### src/sv/btc_pkg.sv
// Shared types and constants for the block transposition cipher.
package btc_pkg;

	localparam logic [7:0] PAD_BYTE = 8'h58;	// 'X'
	localparam logic [7:0] GAP_BYTE = 8'h20;	// ' '
	localparam int unsigned KEY_SLOTS = 8;

	typedef enum logic [1:0] {
		CFG_BLOCK_LENGTH  = 2'd0,
		CFG_KEY_POSITIONS = 2'd1,
		CFG_DIRECTION     = 2'd2
	} cfg_index_t;

	typedef struct packed {
		logic [7:0] data_byte;
		logic       message_end;
	} in_item_t;

	typedef struct packed {
		logic [7:0] out_byte;
		logic       out_last;
	} out_item_t;

	// Where one output byte comes from: a stored byte or a fixed fill byte.
	typedef struct packed {
		logic       use_mem;
		logic [3:0] src;
		logic [7:0] fixed;
	} route_t;

endpackage

### src/sv/btc_route.sv
// Key decode: picks the source of one output position of the block.
module btc_route (
	input  logic [23:0]        key_positions,
	input  logic [3:0]         len,
	input  logic [3:0]         fill,
	input  logic               direction,
	input  logic [2:0]         pos,
	output btc_pkg::route_t    route
);
	import btc_pkg::*;

	logic [2:0] enc_k;
	logic       dec_hit;
	logic [2:0] dec_src;
	logic       src_ok;
	logic [3:0] src;

	always_comb begin
		enc_k   = key_positions[3*pos +: 3];
		dec_hit = 1'b0;
		dec_src = 3'd0;
		// scatter: the highest key slot naming this position wins
		for (int j = 0; j < KEY_SLOTS; j++) begin
			if (4'(j) < len && key_positions[3*j +: 3] == pos) begin
				dec_hit = 1'b1;
				dec_src = 3'(j);
			end
		end
		if (direction) begin
			src_ok = dec_hit;
			src    = {1'b0, dec_src};
		end else begin
			src_ok = ({1'b0, enc_k} < len);
			src    = {1'b0, enc_k};
		end
		route.src = src;
		if (!src_ok) begin
			route.use_mem = 1'b0;
			route.fixed   = direction ? GAP_BYTE : PAD_BYTE;
		end else if (src < fill) begin
			route.use_mem = 1'b1;
			route.fixed   = PAD_BYTE;
		end else begin
			// past the gathered bytes of a short block
			route.use_mem = 1'b0;
			route.fixed   = PAD_BYTE;
		end
	end

endmodule

### src/sv/block_transposition_cipher.sv
// Top level: block buffer memory, byte gather and keyed drain.
//
//  channel  | handshake              | payload
//  ---------+------------------------+------------------------------
//  in       | in_valid / in_stall    | in_data  (data_byte, message_end)
//  out      | out_valid / out_stall  | out_data (out_byte, out_last)
//  cfg      | cfg_valid / cfg_ready  | cfg_index, cfg_data
//
// Each taken input byte is written into the block memory.
// A flush drains the block one output byte at a time (memory read in ST_READ,
// then load of the output register in ST_LOAD).
// in_stall is high for the whole drain; the output register holds a byte
// while out_stall is high and the drain waits for it.
// Reset clears the fill count and loads the default configuration.
module block_transposition_cipher #(
	parameter int MAX_BLOCK = 8
) (
	input  logic                clk,
	input  logic                arst_n,
	input  logic                in_valid,
	output logic                in_stall,
	input  btc_pkg::in_item_t   in_data,
	output logic                out_valid,
	input  logic                out_stall,
	output btc_pkg::out_item_t  out_data,
	input  logic                cfg_valid,
	output logic                cfg_ready,
	input  logic [1:0]          cfg_index,
	input  logic [23:0]         cfg_data
);
	import btc_pkg::*;

	localparam int AW  = (MAX_BLOCK > 1) ? $clog2(MAX_BLOCK) : 1;
	localparam int CAP = (MAX_BLOCK < KEY_SLOTS) ? MAX_BLOCK : KEY_SLOTS;

	typedef enum logic [1:0] {
		ST_IDLE,
		ST_READ,
		ST_LOAD
	} state_t;

	state_t      state_q;
	logic [3:0]  block_length_q;
	logic [23:0] key_q;
	logic        direction_q;
	logic [3:0]  fill_q;
	logic        last_q;
	logic [2:0]  pos_q;
	route_t      route_s1;
	logic        out_valid_q;
	out_item_t   out_q;

	logic [7:0]  mem [MAX_BLOCK];
	logic [7:0]  rd_data;

	logic [3:0]  len;
	logic [3:0]  fill_next;
	logic        in_take;
	logic        slot_free;
	logic        pos_last;
	route_t      route;

	always_comb begin
		if (block_length_q == 4'd0)
			len = 4'd1;
		else if (block_length_q > 4'(CAP))
			len = 4'(CAP);
		else
			len = block_length_q;
	end

	assign in_stall  = (state_q != ST_IDLE);
	assign in_take   = in_valid && !in_stall;
	assign fill_next = fill_q + 4'd1;
	assign slot_free = !out_valid_q || !out_stall;
	assign pos_last  = ({1'b0, pos_q} + 4'd1 == len);
	assign cfg_ready = 1'b1;
	assign out_valid = out_valid_q;
	assign out_data  = out_q;

	btc_route u_route (
		.key_positions (key_q),
		.len           (len),
		.fill          (fill_q),
		.direction     (direction_q),
		.pos           (pos_q),
		.route         (route)
	);

	// block memory: written during gather, read during drain
	always_ff @(posedge clk) begin
		if (in_take)
			mem[fill_q[AW-1:0]] <= in_data.data_byte;
		rd_data <= mem[route.src[AW-1:0]];
	end

	always_ff @(posedge clk or negedge arst_n) begin
		if (!arst_n) begin
			block_length_q <= 4'd8;
			key_q          <= 24'hFAC688;
			direction_q    <= 1'b0;
		end else if (cfg_valid && cfg_ready) begin
			case (cfg_index)
				CFG_BLOCK_LENGTH:  block_length_q <= cfg_data[3:0];
				CFG_KEY_POSITIONS: key_q          <= cfg_data;
				CFG_DIRECTION:     direction_q    <= cfg_data[0];
				default: ;
			endcase
		end
	end

	always_ff @(posedge clk or negedge arst_n) begin
		if (!arst_n) begin
			state_q     <= ST_IDLE;
			fill_q      <= 4'd0;
			last_q      <= 1'b0;
			pos_q       <= 3'd0;
			out_valid_q <= 1'b0;
		end else begin
			if (out_valid_q && !out_stall)
				out_valid_q <= 1'b0;
			case (state_q)
				ST_IDLE: begin
					if (in_take) begin
						fill_q <= fill_next;
						last_q <= in_data.message_end;
						pos_q  <= 3'd0;
						if (fill_next >= len || in_data.message_end)
							state_q <= ST_READ;
					end
				end
				ST_READ: begin
					// wait for the output register to be free by the load cycle
					if (slot_free) begin
						route_s1 <= route;
						state_q  <= ST_LOAD;
					end
				end
				ST_LOAD: begin
					out_valid_q      <= 1'b1;
					out_q.out_byte   <= route_s1.use_mem ? rd_data : route_s1.fixed;
					out_q.out_last   <= last_q && pos_last;
					if (pos_last) begin
						fill_q  <= 4'd0;
						state_q <= ST_IDLE;
					end else begin
						pos_q   <= pos_q + 3'd1;
						state_q <= ST_READ;
					end
				end
				default: state_q <= ST_IDLE;
			endcase
		end
	end

endmodule

### config.mk
export PLATFORM = sky130hd
export DESIGN_NAME = block_transposition_cipher
export DESIGN_NICKNAME = d
export VERILOG_FILES = /design/src/sv/btc_pkg.sv /design/src/sv/btc_route.sv /design/src/sv/block_transposition_cipher.sv
export SDC_FILE = /design/constraint.sdc
export NUM_CORES = 1
export LEC_CHECK = 0
export ABC_AREA = 1
export BUFFER_PORTS_ARGS = -buffer_cell sky130_fd_sc_hd__buf_4
export CORE_MARGIN = 10
export CORE_UTILIZATION = 29
export DETAILED_ROUTE_END_ITERATION = 10
export HOLD_SLACK_MARGIN = 0.08
export SLEW_MARGIN = 20
export SYNTH_ARGS = -nofsm -noshare
export SYNTH_HDL_FRONTEND = slang
export SYNTH_SLANG_ARGS = --single-unit
### constraint.sdc
create_clock -name clk -period 5.3 [get_ports clk]
set_input_delay 0.795 -clock clk [delete_from_list [all_inputs] [get_ports clk]]
set_output_delay 0.795 -clock clk [all_outputs]
set_load 0.02 [all_outputs]
=== Word-level counts from Yosys, hierarchy flattened ===
Memory sizes are Yosys's and may differ from the RTL's. A register that Yosys moved wholly into a read port is not among the register bits.
Cells that the tools add are included.

* ROM bits: 0
* Word-level logic and storage cells: 116
* Bits in writable memories: 64
* Input port bits: 40
* Output and inout port bits: 12
* Memories: 1
* Latch bits: 0
* Flip-flop bits (word level): 58

* $mul: 1
* Equality and inequality tests: 18
* Bitwise gates (word level): 0
* Reductions and logical operators: 31
* Shift-type cells: 1
* Divide/modulo/power cells: 0
* $lt $le $gt $ge: 12
* Muxes and demuxes: 37
* Add/subtract/negate cells: 3

{| class="wikitable"
|+ Memory list
! name !! depth !! bits a word !! rd ports !! clocked after memory_dff !! wr ports !! RTL line !! text
|-
| mem || 8 || 8 || 1 || 1 || 1 || block_transposition_cipher.sv:53 || <nowiki>logic [7:0] mem [MAX_BLOCK];</nowiki>
|}

{| class="wikitable"
|+ Operators by type and width
! kind !! count
|-
| 3-bit == test || 8
|-
| 24-bit by 6-bit variable part select with 3-bit output || 1
|-
| 3-bit two-way mux || 7
|-
| 3-bit by 4-bit < comparator with 1-bit output (first input constant) || 4
|-
| 1-bit two-way mux || 16
|-
| 4-bit two-way mux || 4
|-
| 3-bit AND reduction || 4
|-
| 1-bit logical AND || 11
|-
| 2-bit two-way mux || 5
|-
| 2-bit inequality test (second input constant) || 5
|-
| 2-bit AND reduction || 5
|-
| 1-bit by 4-bit < comparator with 1-bit output (first input constant) || 2
|-
| 2-bit by 4-bit < comparator with 1-bit output (first input constant) || 2
|-
| 3-bit by 4-bit < comparator with 1-bit output || 2
|-
| 8-bit two-way mux || 1
|-
| 4-bit case mux with 2 select lines || 1
|-
| 7-bit two-way mux || 1
|-
| 2-bit case mux with 3 select lines || 1
|-
| 3-bit case mux with 2 select lines || 1
|-
| 2-bit nonzero test || 3
|-
| 2-bit by 3-bit multiplier with 5-bit output (first input constant) || 1
|-
| 3-bit by 1-bit adder with 4-bit output (second input constant) || 1
|-
| 4-bit by 1-bit adder with 4-bit output (second input constant) || 1
|-
| 2-bit by 1-bit == test with 1-bit output (second input constant) || 2
|-
| 9 further kinds || 14
|}

=== Depth between registers and ports, before layout ===
Gate-level depths: netlist of run 1.

* Depth in word-level cells: 15
* Depth in mapped cells: 20
* Gate-level depth less buffers: 17

=== Hierarchy ===
A second synthesis of run 1 with hierarchy kept.

* Cells, all modules: 611
* Area, all modules: 6242.2 um^2

{| class="wikitable"
|+ Modules (own cells, without submodules)
! module !! area an instance (um^2) !! seq. area each (um^2) !! cells an instance !! times used
|-
| block_transposition_cipher || 5288.8 || 3639.7 || 430 || 1
|-
| btc_route || 953.4 || 0.0 || 181 || 1
|}

=== Least setup slack after synthesis of run 1 ===
OpenSTA, ideal clock, no wires.

* Path kind: reg-to-reg
* Start: register pos_q[0]
* End: register route_s1[12] (netlist bit), data pin
* Data required time: 5.044 ns
* Clock period less this slack: 2.202 ns
* Setup time: 0.256 ns
* Path buffers: 3
* Stages on the path, launching flop included: 14
* Path slack: 3.098 ns
* Arrival: 1.946 ns
* Path through: dfrtp_1 > buf_6 > buf_6 > buf_6 > o21ai_0 > o21ai_0 > nor2_1 > a31oi_1 > o21ai_2 > inv_2 > ha_1 > inv_1 > nor2_1 > a21oi_1

* Word-level cells in the longest chain between the ends: 12
* Elaborated cells between the ends (all ways): 38
* Those cells by class: 1 x mul; 2 x order compare; 8 x eq/ne; 1 x shift; 18 x mux; 8 x reduce/logical

{| class="wikitable"
|+ Ends and longest elaborated chain
! item !! RTL line !! text
|-
| start: declaration || block_transposition_cipher.sv:48 || <nowiki>logic [2:0] pos_q;</nowiki>
|-
| start signal: assignment || block_transposition_cipher.sv:147 || <nowiki>pos_q <= pos_q + 3'd1;</nowiki>
|-
| parallel branches: the longest is 12 deep, another holds 2-bit by 3-bit multiplier with 5-bit output || n/a ||
|-
| end signal: assignment || block_transposition_cipher.sv:135 || <nowiki>route_s1 <= route;</nowiki>
|-
| end: declaration || block_transposition_cipher.sv:49 || <nowiki>route_t route_s1;</nowiki>
|}

Several ways; the timed one is not identified.
A chain may end at the register's enable or synchronous reset.

=== Worst setup path in the final report of run 1 ===
* Start: register pos_q[0]
* End: register rd_data[2], read port of mem

* Word-level cells in the longest chain between the ends: 10
* Elaborated cells between the ends (all ways): 24
* Those cells by class: 1 x mul; 7 x eq/ne; 1 x shift; 8 x mux; 7 x reduce/logical

{| class="wikitable"
|+ Ends and longest elaborated chain
! item !! RTL line !! text
|-
| parallel branches: the longest is 9 deep, another holds 2-bit by 3-bit multiplier with 5-bit output || n/a ||
|-
| 3-bit two-way mux * || btc_route.sv:29 || <nowiki>if (direction) begin</nowiki>
|-
| end: declaration || block_transposition_cipher.sv:54 || <nowiki>logic [7:0] rd_data;</nowiki>
|}

Every way passes the cells marked *.

==> impl_results.md, run 1 <==
- Most area-consuming cells after synthesis: edfxtp_1 (37%), dfrtp_1 (11%), nand2_1 (9.5%)
- WL final: 14.0 mm
- Yosys top cell by area: edfxtp_1
- Initial Util: 29.3%
- CTS tree: built
- Predominant post-synthesis flop cell: edfxtp_1
- RSZ-0062 raised after global routing: false
- IR Drop Worst-Case VDD: ~200 µV
- Gate count of the mapped netlist: 670
- Root buf cell: clkbuf_16
- Worst slew pin tran: between 0.9 and 1 ns
- Synth Cell Area: 6130 µm²
- Synth Register Bits: approximately 120
- Hold Path Class: in -> async
- Worst-path clk slew: 0.06 ns
- Final slew viol count: 0
- Cts repair resizes: 0
- GRT overflow: 0
- Syn nets: 720
- Endpoints failing hold: 0
- Dpl ws: roughly 2.3 ns
- Clock buffer depth: 2
- Net count reported at finish: about 770
- DP Wirelength: 9.77 mm
- Fmax: 333 MHz
- First-pass GRT wire length: 22.9 mm
- R2R setup slack: roughly 2.3 ns
- Hold Buf Count CTS: 0
- Max Cap Violations: 0
- CP endpoint: rd_data[2]$_DFF_P_
- Final setup viols: 0
- All-layer global routing usage: 10.6%
- Drt drc: 0
- FF-to-FF Start: pos_q[0]$_DFFE_PN0P_
- Post-CTS setup buffer count: 0
- Die area: 27300 µm²
- Remaining antenna violation count: 0
- Setup slack after layout: ~2.3 ns
- WL per Instance: about 14 µm
- Inserted Diodes: 0
- Ys async rst share: 32.3%
- Via count: 4433
- First DRT Iteration DRCs: 402
- Layout cells sized above 1: approximately 17%
- H-tree depth: 4
- Worst R2R End: rd_data[2]$_DFF_P_
- First drt pass iteration count: 5
- Post-synthesis sequential area ratio: 56.5%
- Status: finished clean
- Crit path time final: 3.00 ns
- Reg2Reg Depth: 17
- Synth top area share: 37.3%
- Post-synth EDFFs: between 70 and 80
- Pin count of the biggest net entering global routing: between 40 and 50
- Setup crit start: pos_q[0]$_DFFE_PN0P_
- Critical path peak fanout: 33
- TritonCTS Buffers: 17
- Vias in the first global route: 4322
- Rows: 53
- Leak: 3.38 nW
- Routed vias/inst: roughly 4.4
- CP Capture Type: flip-flop
- Initial antenna violation count: 0
- Hold_ws: 0.343 ns
- Max transition margin: between 30 and 40%
- Warnings from Yosys: 0
- Core box area: 20900 µm²
- Crit start category: flip-flop
- Worst EP required: roughly 5.6 ns
- Layout Utilization: approximately a third
- Setup_tns: 0 ns
- Yosys cell types: 40
- Commonest non-fill, non-tap cells in the layout: nand2_1 (155), inv_1 (120), nand3_1 (82), edfxtp_1 (76), buf_4 (53)
- Synthesized area per cell: a little over 9 µm²
- RD Place Congestion: between 0.8 and 0.9
- Die extent in x: 165 µm
- Clk Latency, worst-skew pair: around 0.42 ns
- Total design power: 3.68 mW
- Commonest non-fill, non-tap cell in the layout: nand2_1
- Die H: 165 µm
- IO buf count: 50
- Clock skew: 0.0102 ns
- Area grow syn2layout: 19.0%
- Final period utilization: 56.7%
- PwrDens: 504 nW/µm²
- # IOs: 52
- Setup CP Type: reg -> reg
- CTS Sinks: ~120
- Critical path arrival: 3.30 ns
==> cell type report <==
type	instances	area [µm²]
well taps	275	344
repair buffers	53	398
clock buffers	17	425
clock inverters	15	175
multi-input cells	395	2010
flip-flops and latches	124	3460
inverters	126	475
fillers	2116	13600
==> metrics by stage <==
step / instance area, µm² / std cells
after floorplan: 6130 / 670
after global placement: 6690 / 973
after detailed placement: 6690 / 973
after CTS: 7290 / 1005
after global routing: 7290 / 1005
final: 7290 / 1005
==> sequential cells by signal (all words and copies together), names as in the netlist <==
signal	count
mem	64
fill_q	4
pos_q	3
last_q	1
route_s1	3
rd_data	8
out_data	9
direction_q	1
state_q	2
block_length_q	4
key_q	24
out_valid	1
==> cell families after synthesis <==
group / after synthesis / share of synthesized area, %
mux: 10 / 1.84
xor+xnor: 15 / 2.14
compound gates: 62 / 5.74
buf+inv: 151 / 10.9
simple gates: 297 / 20.8
other cells: 1 / 0.0612
fa+ha+maj: 10 / 2.04
flops: 124 / 56.5
==> synthesized netlist by cell type, types with 2 or more instances <==
library cell	instances
dfxtp_1	8
o21a_1	2
nand2_4	2
xnor2_1	9
nor2_1	43
dfstp_2	13
nand4_1	3
clkbuf_1	4
edfxtp_1	76
ha_1	10
nor3_2	2
nand3_1	82
mux2_2	10
buf_6	9
buf_4	8
inv_2	5
nand2_1	155
o21ai_1	4
dfrtp_1	27
nor3_1	6
buf_2	3
a21oi_1	20
o22ai_1	6
inv_1	120
xor2_1	6
o21ai_0	23
==> worst max-delay path, cell delays in order, from the launching register on <==
cell and delay, ns:
dfrtp_1 0.85, inv_2 0.23, nand2_1 0.14, nand2_1 0.05
nor2_1 0.13, nand2_1 0.09, nand2_1 0.06, nand2_1 0.05
nand2_1 0.06, nand2_1 0.07, nand2_2 0.09, nand2_4 0.22
nand2_4 0.38, nand2_1 0.14, nand3_1 0.09, nand2_1 0.07
nand2_1 0.06, nand2_1 0.06
==> metal layers <==
layer | global-route usage [%] | vias up | share of wire [%]
met5 | 0 | - | 0
met4 | 4.11 | 0 | 2.0
li1 | - | 2246 | -
met1 | 13.9 | 2056 | 46
met2 | 16.2 | 106 | 46
met3 | 2.80 | 25 | 5.8
==> where the power goes <==
| group | internal (mW) | total, mW | switching (mW) |
|---|---|---|---|
| clock | 0.709 | 1.19 | 0.477 |
| combinational | 0.395 | 1.14 | 0.746 |
| sequential | 1.23 | 1.35 | 0.118 |
| total | 2.33 | 3.68 | 1.34 |
==> worst min path at each step <==
stage                     slack [ns]               start                        end
after floorplan                 0.47  rd_data[0]$_DFF_P_  out_data[1]$_SDFFCE_PN0P_
after global placement          0.47  rd_data[0]$_DFF_P_  out_data[1]$_SDFFCE_PN0P_
after detailed placement        0.48  rd_data[2]$_DFF_P_  out_data[3]$_SDFFCE_PN0P_
after CTS                       0.37              arst_n      key_q[16]$_DFFE_PN0P_
after global routing            0.38              arst_n      key_q[16]$_DFFE_PN0P_
final                           0.34              arst_n      key_q[16]$_DFFE_PN0P_
No activity file was read; power rests on OpenSTA's default activity.
==> inputs of run 2 (changes only) <==
--- a/config.mk
+++ b/config.mk
@@ -5,7 +5,7 @@
 export SDC_FILE = /design/constraint.sdc
 export NUM_CORES = 1
 export LEC_CHECK = 0
-export ABC_AREA = 1
+export ABC_AREA = 0
 export BUFFER_PORTS_ARGS = -buffer_cell sky130_fd_sc_hd__buf_4
 export CORE_MARGIN = 10
 export CORE_UTILIZATION = 29
==> constraint.sdc (replaced) <==
create_clock -name clk -period 2.5 [get_ports clk]
set_input_delay 0.375 -clock clk [delete_from_list [all_inputs] [get_ports clk]]
set_output_delay 0.375 -clock clk [all_outputs]
set_load 0.02 [all_outputs]
==> run 2 against run 1 <==
Against the previous run: the flow now finishes with violations (negative setup slack); fmax rose by 16%; routed wire length fell by 13%; die area shrank 4.7%; largest power group is now combinational cells; clock power increased by 110%; sequential power up 110%; combinational power increased to 2.6 times the previous value; flip-flop and latch count unchanged; critical path depth shrank 8.
==> impl_results.md, run 2 <==
- Initial Util: 29.6%
- Remaining antenna violation count: 0
- Failing checks: negative setup slack
- Yosys cell types: 58
- Clock buffer depth: 2
- Post-synth EDFFs: 76
- Area grow syn2layout: 28.0%
- Clk Latency, worst-skew pair: 0.42 ns
- Cell with the most instances after synthesis: edfxtp_1
- Delay-heaviest family, CP: multiplexers
- First-pass GRT wire length: 20.1 mm
- Worst EP required: approximately 2.8 ns
- CTS Sinks: between 100 and 150
- Pin count of the biggest net entering global routing: 42
- Setup CP Type: reg -> reg
- Yosys top cell by area: edfxtp_1
- Setup_tns: -0.634 ns
- Post-CTS setup buffer count: 0
- Dpl ws: -0.124 ns
- Die H: about 160 µm
- Clock skew: between 0.006 and 0.007 ns
- WL per Instance: approximately 16 µm
- Gate count of the mapped netlist: roughly 380
- Core box area: between 15000 and 20000 µm²
- First drt pass iteration count: 4
- Post-Synth XOR/XNOR Area: 4.46%
- Synth Register Bits: 124
- Leak: 2.94 nW
- Layout cells sized above 1: between 40% and 50%
- Routed vias/inst: 4.48
- Buf/Inv on CP: 2
- Hold_ws: 0.180 ns
- DP Wirelength: 8.89 mm
- Largest family of logic cells by synthesized area: multiplexers
- Status: finished with violations
- Vias in the first global route: 3646
- CP Capture Type: flip-flop
- Drt drc: 0
- All-layer global routing usage: 9.90%
- Synth Area in Compound Gates: 4.74%
- Post-synthesis adder-cell area fraction: 2.16%
- Root buf cell: clkbuf_16
- # IOs: 52
- First DRT Iteration DRCs: 167
- Inserted Diodes: 0
- Post-synthesis simple-gate area fraction: 7.76%
- CTS tree: built
- Die area: 26100 µm²
- Final slew viol count: 0
- Syn nets: 427
- Design area: 7420 µm²
- Synth Cell Area: 5800 µm²
- Top post-synthesis cells by count: edfxtp_1 (76), nand2_1 (32), mux2_2 (30)
- Hold Path Class: in -> reg
- Via count: 3370
- Crit start category: flip-flop
- Crit-path cells: buf_6 -> xor2_2 -> a2111o_1 -> nand2b_1 -> nand2_2 -> a31oi_4 -> buf_12 -> mux4_1 -> mux2_4
- PwrDens: ~1100 nW/µm²
- Net count reported at finish: approximately 530
- Mux cell area share after synthesis: about 18%
- Endpoints failing hold: 0
- Total design power: approximately 8.3 mW
- Fmax: 385 MHz
- Max Cap Violations: 0
- Critical path arrival: slightly below 3 ns
- Rows: 51
- Fill cells: 1814
- Worst-path clk slew: 0.06 ns
- Predominant post-synthesis flop cell: edfxtp_1
- Crit path time final: 2.60 ns
- Post-synthesis sequential area ratio: 59.6%
- Max reg flops: 64
- WL final: about 12 mm
- Synth top area share: 39.3%
- Area of placed instances: 6770 µm²
- Worst slew pin tran: around 0.76 ns
- Final period utilization: 104%
- IR Drop Worst-Case VDD: between 500 and 600 µV
- H-tree depth: 4
- GRT overflow: 0
- IO buf count: 50
- Slowest CP cell: mux4_1
- Final setup viols: 9
- Critical path peak fanout: 16
- Commonest non-fill, non-tap cell in the layout: buf_4
- Warnings from Yosys: 0
- Synthesized area per cell: around 15 µm²
- Initial antenna violation count: 0
- Biggest cell delay along the critical path: 0.57 ns
- Die extent in x: between 150 and 200 µm
- Setup slack after layout: -0.0984 ns
- TritonCTS Buffers: 17
- Max transition margin: 49.1%
- RD Place Congestion: between 0.8 and 0.9
- RSZ-0062 raised after global routing: true
- Commonest non-fill, non-tap cells in the layout: buf_4 (90), edfxtp_1 (76), nand2_1 (31), mux2_2 (30), dfrtp_1 (26)
- Most area-consuming cells after synthesis: edfxtp_1 (39%), dfrtp_1 (12%), dfstp_2 (5.9%)
- Ys async rst share: 32.3%
-- run 2: cell families after synthesis --
family	Yosys count
xor+xnor	28
compound gates	32
flops	124
mux	70
simple gates	86
other cells	1
buf+inv	26
fa+ha+maj	10
-- run 2: what timing repair did --
item / in CTS / in global routing
hold endpoints to repair: 27 / 0
resized for setup: 8 / 8
setup endpoints to repair: 9 / 11
gates cloned: 0 / 0
pin swaps: 0 / 1
hold buffers: 1 / 0
-- run 2: area by class of cell --
| type | instances | area [µm²] | area share, % |
|---|---|---|---|
| Clock buffer | 22 | 454 | 6.12 |
| Clock inverter | 10 | 141 | 1.90 |
| Inverter | 8 | 30.0 | 0.404 |
| Multi-Input combinational cell | 227 | 2230 | 30.0 |
| Sequential cell | 124 | 3460 | 46.6 |
| Tap cell | 265 | 332 | 4.47 |
| Timing Repair Buffer | 97 | 779 | 10.5 |
-- run 2: per-layer routing --
metal  track usage (%)  wire, µm
met5                 0         0
met3              3.58       616
met2              15.8      5820
met4              3.64       194
met1              12.1      5490
-- run 2: final timing paths --
| check | cells past startpoint | slack [ns] | start | end |
|---|---|---|---|---|
| max | 9 | -0.1 | pos_q[2]$_DFFE_PN0P_ | rd_data[0]$_DFF_P_ |
| min | 3 | 0.18 | in_data[0] | last_q$_DFFE_PN0P_ |
| max reg2reg | 9 | -0.1 | pos_q[2]$_DFFE_PN0P_ | rd_data[0]$_DFF_P_ |
| min reg2reg | 2 | 0.48 | last_q$_DFFE_PN0P_ | last_q$_DFFE_PN0P_ |
| max in group asynchronous | 3 | 1.49 | arst_n | pos_q[2]$_DFFE_PN0P_ |
| min in group asynchronous | 3 | 0.62 | arst_n | pos_q[0]$_DFFE_PN0P_ |
-- run 2: metrics by stage --
stage | utilization [%] | cells
2_1_floorplan | - | 377
3_3_place_gp | 34.5 | 720
3_5_place_dp | 34.5 | 720
4_1_cts | 37.7 | 753
5_1_grt | 37.9 | 753
6_report | 37.9 | 753
-- run 2: worst register-to-register path, stage by stage, from the launching register on --
cell	delay, ns
dfrtp_2	0.44
buf_6	0.13
xor2_2	0.13
a2111o_1	0.40
nand2b_1	0.12
nand2_2	0.07
a31oi_4	0.16
buf_12	0.20
mux4_1	0.58
mux2_4	0.27
-- run 2: power breakdown --
group / switching [mW] / internal [mW]
Sequential: 0.265 / 2.63
Clock: 0.856 / 1.59
Combinational: 1.39 / 1.60
Total: 2.51 / 5.83
==> inputs of run 3 (changes only) <==
--- a/config.mk
+++ b/config.mk
@@ -6,7 +6,7 @@
 export NUM_CORES = 1
 export LEC_CHECK = 0
 export ABC_AREA = 0
-export BUFFER_PORTS_ARGS = -buffer_cell sky130_fd_sc_hd__buf_4
+export BUFFER_PORTS_ARGS = -buffer_cell sky130_fd_sc_hd__clkbuf_2
 export CORE_MARGIN = 10
 export CORE_UTILIZATION = 29
 export DETAILED_ROUTE_END_ITERATION = 10
==> run 3 against run 2 <==
Against the previous run: the run still ends with negative setup slack left; register-to-register slack better by 0.03 ns; sequential share of layout area increased by 0.72 points; clock power grew 9.8%; first-iteration DRC count is 4.2% lower; utilization is 0.57 points lower; combinational power down 2%; largest cell class unchanged; critical path depth up 1; routed wire length is 2.2% higher; power up 1.9%.
==> impl_results.md, run 3 (synthesized netlist as in run 2, its figures left out) <==
- Hold Path Class: in -> reg
- Worst EP required: about 2.8 ns
- Endpoints failing hold: 0
- Commonest non-fill, non-tap cell in the layout: edfxtp_1
- Crit path time final: 2.57 ns
- WL per Instance: 16.5 µm
- Area grow syn2layout: 26.0%
- Worst-path clk slew: roughly 0.06 ns
- Fill cells: 1838
- Remaining antenna violation count: 0
- Via count: roughly 3300
- Root buf cell: clkbuf_16
- Area of placed instances: about 6600 µm²
- RSZ-0062 raised after global routing: true
- Crit start category: flip-flop
- Pin count of the biggest net entering global routing: 34
- Status: finished with violations
- Max Cap Violations: 0
- Design area: 7310 µm²
- Fmax: 389 MHz
- All-layer global routing usage: about a tenth
- TritonCTS Buffers: 17
- Initial antenna violation count: 0
- Clock skew: 0.00780 ns
- Routed vias/inst: roughly 4.5
- # IOs: 52
- Dpl ws: -0.104 ns
- GRT overflow: 0
- RD Place Congestion: about 0.85
- Drt drc: 0
- Failing checks: negative setup slack
- Critical path arrival: 2.86 ns
- Max transition margin: 51.1%
- First drt pass iteration count: 4
- Max reg flops: 64
- PwrDens: about 1200 nW/µm²
- CTS Sinks: between 100 and 150
- IR Drop Worst-Case VDD: roughly 530 µV
- Rows: 51
- Setup slack after layout: -0.0693 ns
- CP Capture Type: flip-flop
- Critical path peak fanout: 16
- Worst slew pin tran: 0.731 ns
- Clock buffer depth: 2
- First DRT Iteration DRCs: 160
- Initial Util: 29.6%
- Net count reported at finish: between 500 and 600
- Clk Latency, worst-skew pair: 0.42 ns
- Total design power: about 8.5 mW
- Die H: between 150 and 200 µm
- IO buf count: 50
- WL final: roughly 12 mm
- DP Wirelength: approximately 9.1 mm
- CTS tree: built
- Final slew viol count: 0
- R2R setup slack: -0.07 ns
- Layout cells sized above 1: between 40% and 50%
- First-pass GRT wire length: ~20 mm
- Vias in the first global route: 3591
- Final period utilization: 103%
- Die extent in x: 161 µm
- Leak: slightly below 3 nW
- Core box area: 19600 µm²
- H-tree depth: 4
- Setup CP Type: reg -> reg
- Final setup viols: 8
- Commonest non-fill, non-tap cells in the layout: edfxtp_1 (76), clkbuf_2 (50), buf_4 (36), nand2_1 (31), mux2_2 (30)
- Inserted Diodes: 0
- Die area: 26100 µm²
-- run 3: cell count changes in the layout (fill, tap and decap cells not counted), sizes merged --
| cell | change |
|---|---|
| bufinv | +1 |
| clkinv | -2 |
| buf | -54 |
| clkbuf | +45 |
| inv | +8 |
| clkinvlp | -2 |
-- run 3: what timing repair did --
action,in CTS,in global routing
hold endpoints to repair,7,0
endpoints found under the setup margin,9,10
pin swaps,2,1
hold buffers,1,0
resized for setup,6,7
buffers inserted,1,0
-- run 3: final timing paths --
| path | endpoint | from | depth (start not counted) |
|---|---|---|---|
| worst min-delay path | last_q$_DFFE_PN0P_ | in_data[0] | 3 |
| max in group asynchronous | key_q[17]$_DFFE_PN1P_ | arst_n | 3 |
| worst min register to register | last_q$_DFFE_PN0P_ | last_q$_DFFE_PN0P_ | 2 |
| min in group asynchronous | fill_q[2]$_DFFE_PN0P_ | arst_n | 2 |
| worst max register to register | route_s1[12]$_SDFFCE_PN0P_ | pos_q[1]$_DFFE_PN0P_ | 10 |
| worst max-delay path | route_s1[12]$_SDFFCE_PN0P_ | pos_q[1]$_DFFE_PN0P_ | 10 |
-- run 3: critical path: stages, from the launching register on --
cell	delay, ns
dfrtp_1	0.42
buf_6	0.16
mux4_2	0.50
mux2_4	0.30
nor2_4	0.10
a31oi_4	0.05
buf_12	0.19
ha_1	0.27
o211a_1	0.20
o31ai_1	0.06
o311a_1	0.19
-- run 3: final cells by class --
type / count / area, µm² / share of cell area (%)
Multi-Input combinational cell: 227 / 2210 / 30.2
Sequential cell: 124 / 3460 / 47.3
Inverter: 8 / 30.0 / 0.411
Clock buffer: 17 / 425 / 5.82
Clock inverter: 15 / 221 / 3.03
Tap cell: 265 / 332 / 4.53
Timing Repair Buffer: 93 / 633 / 8.66
-- run 3: metal layers --
layer | part of all wire [%] | wire (µm) | vias up | GRT usage, %
li1 | - | - | 1598 | -
met1 | 44 | 5470 | 1658 | 11.7
met2 | 49 | 6120 | 63 | 16.3
met3 | 4.4 | 549 | 20 | 3.28
met4 | 1.9 | 237 | 0 | 4.26
met5 | 0 | 0 | - | 0
-- run 3: stage by stage --
step                utilization (%)  hold WS [ns]  setup TNS, ns  instances
floorplan                         -        0.0794         -0.399        377
global placement               33.8         0.255         -0.376        715
detailed placement             33.8         0.258         -0.767        715
CTS                            37.2         0.156         -0.508        749
global route                   37.3         0.170          -1.24        749
finish                         37.3         0.174         -0.339        749
-- run 3: report_power, final --
part	switching [mW]	total, mW	internal (mW)	leakage (nW)
logic	1.38	2.93	1.55	1.39
clock network	0.984	2.69	1.71	0.318
registers	0.258	2.89	2.63	1.22
total	2.62	8.51	5.89	2.93
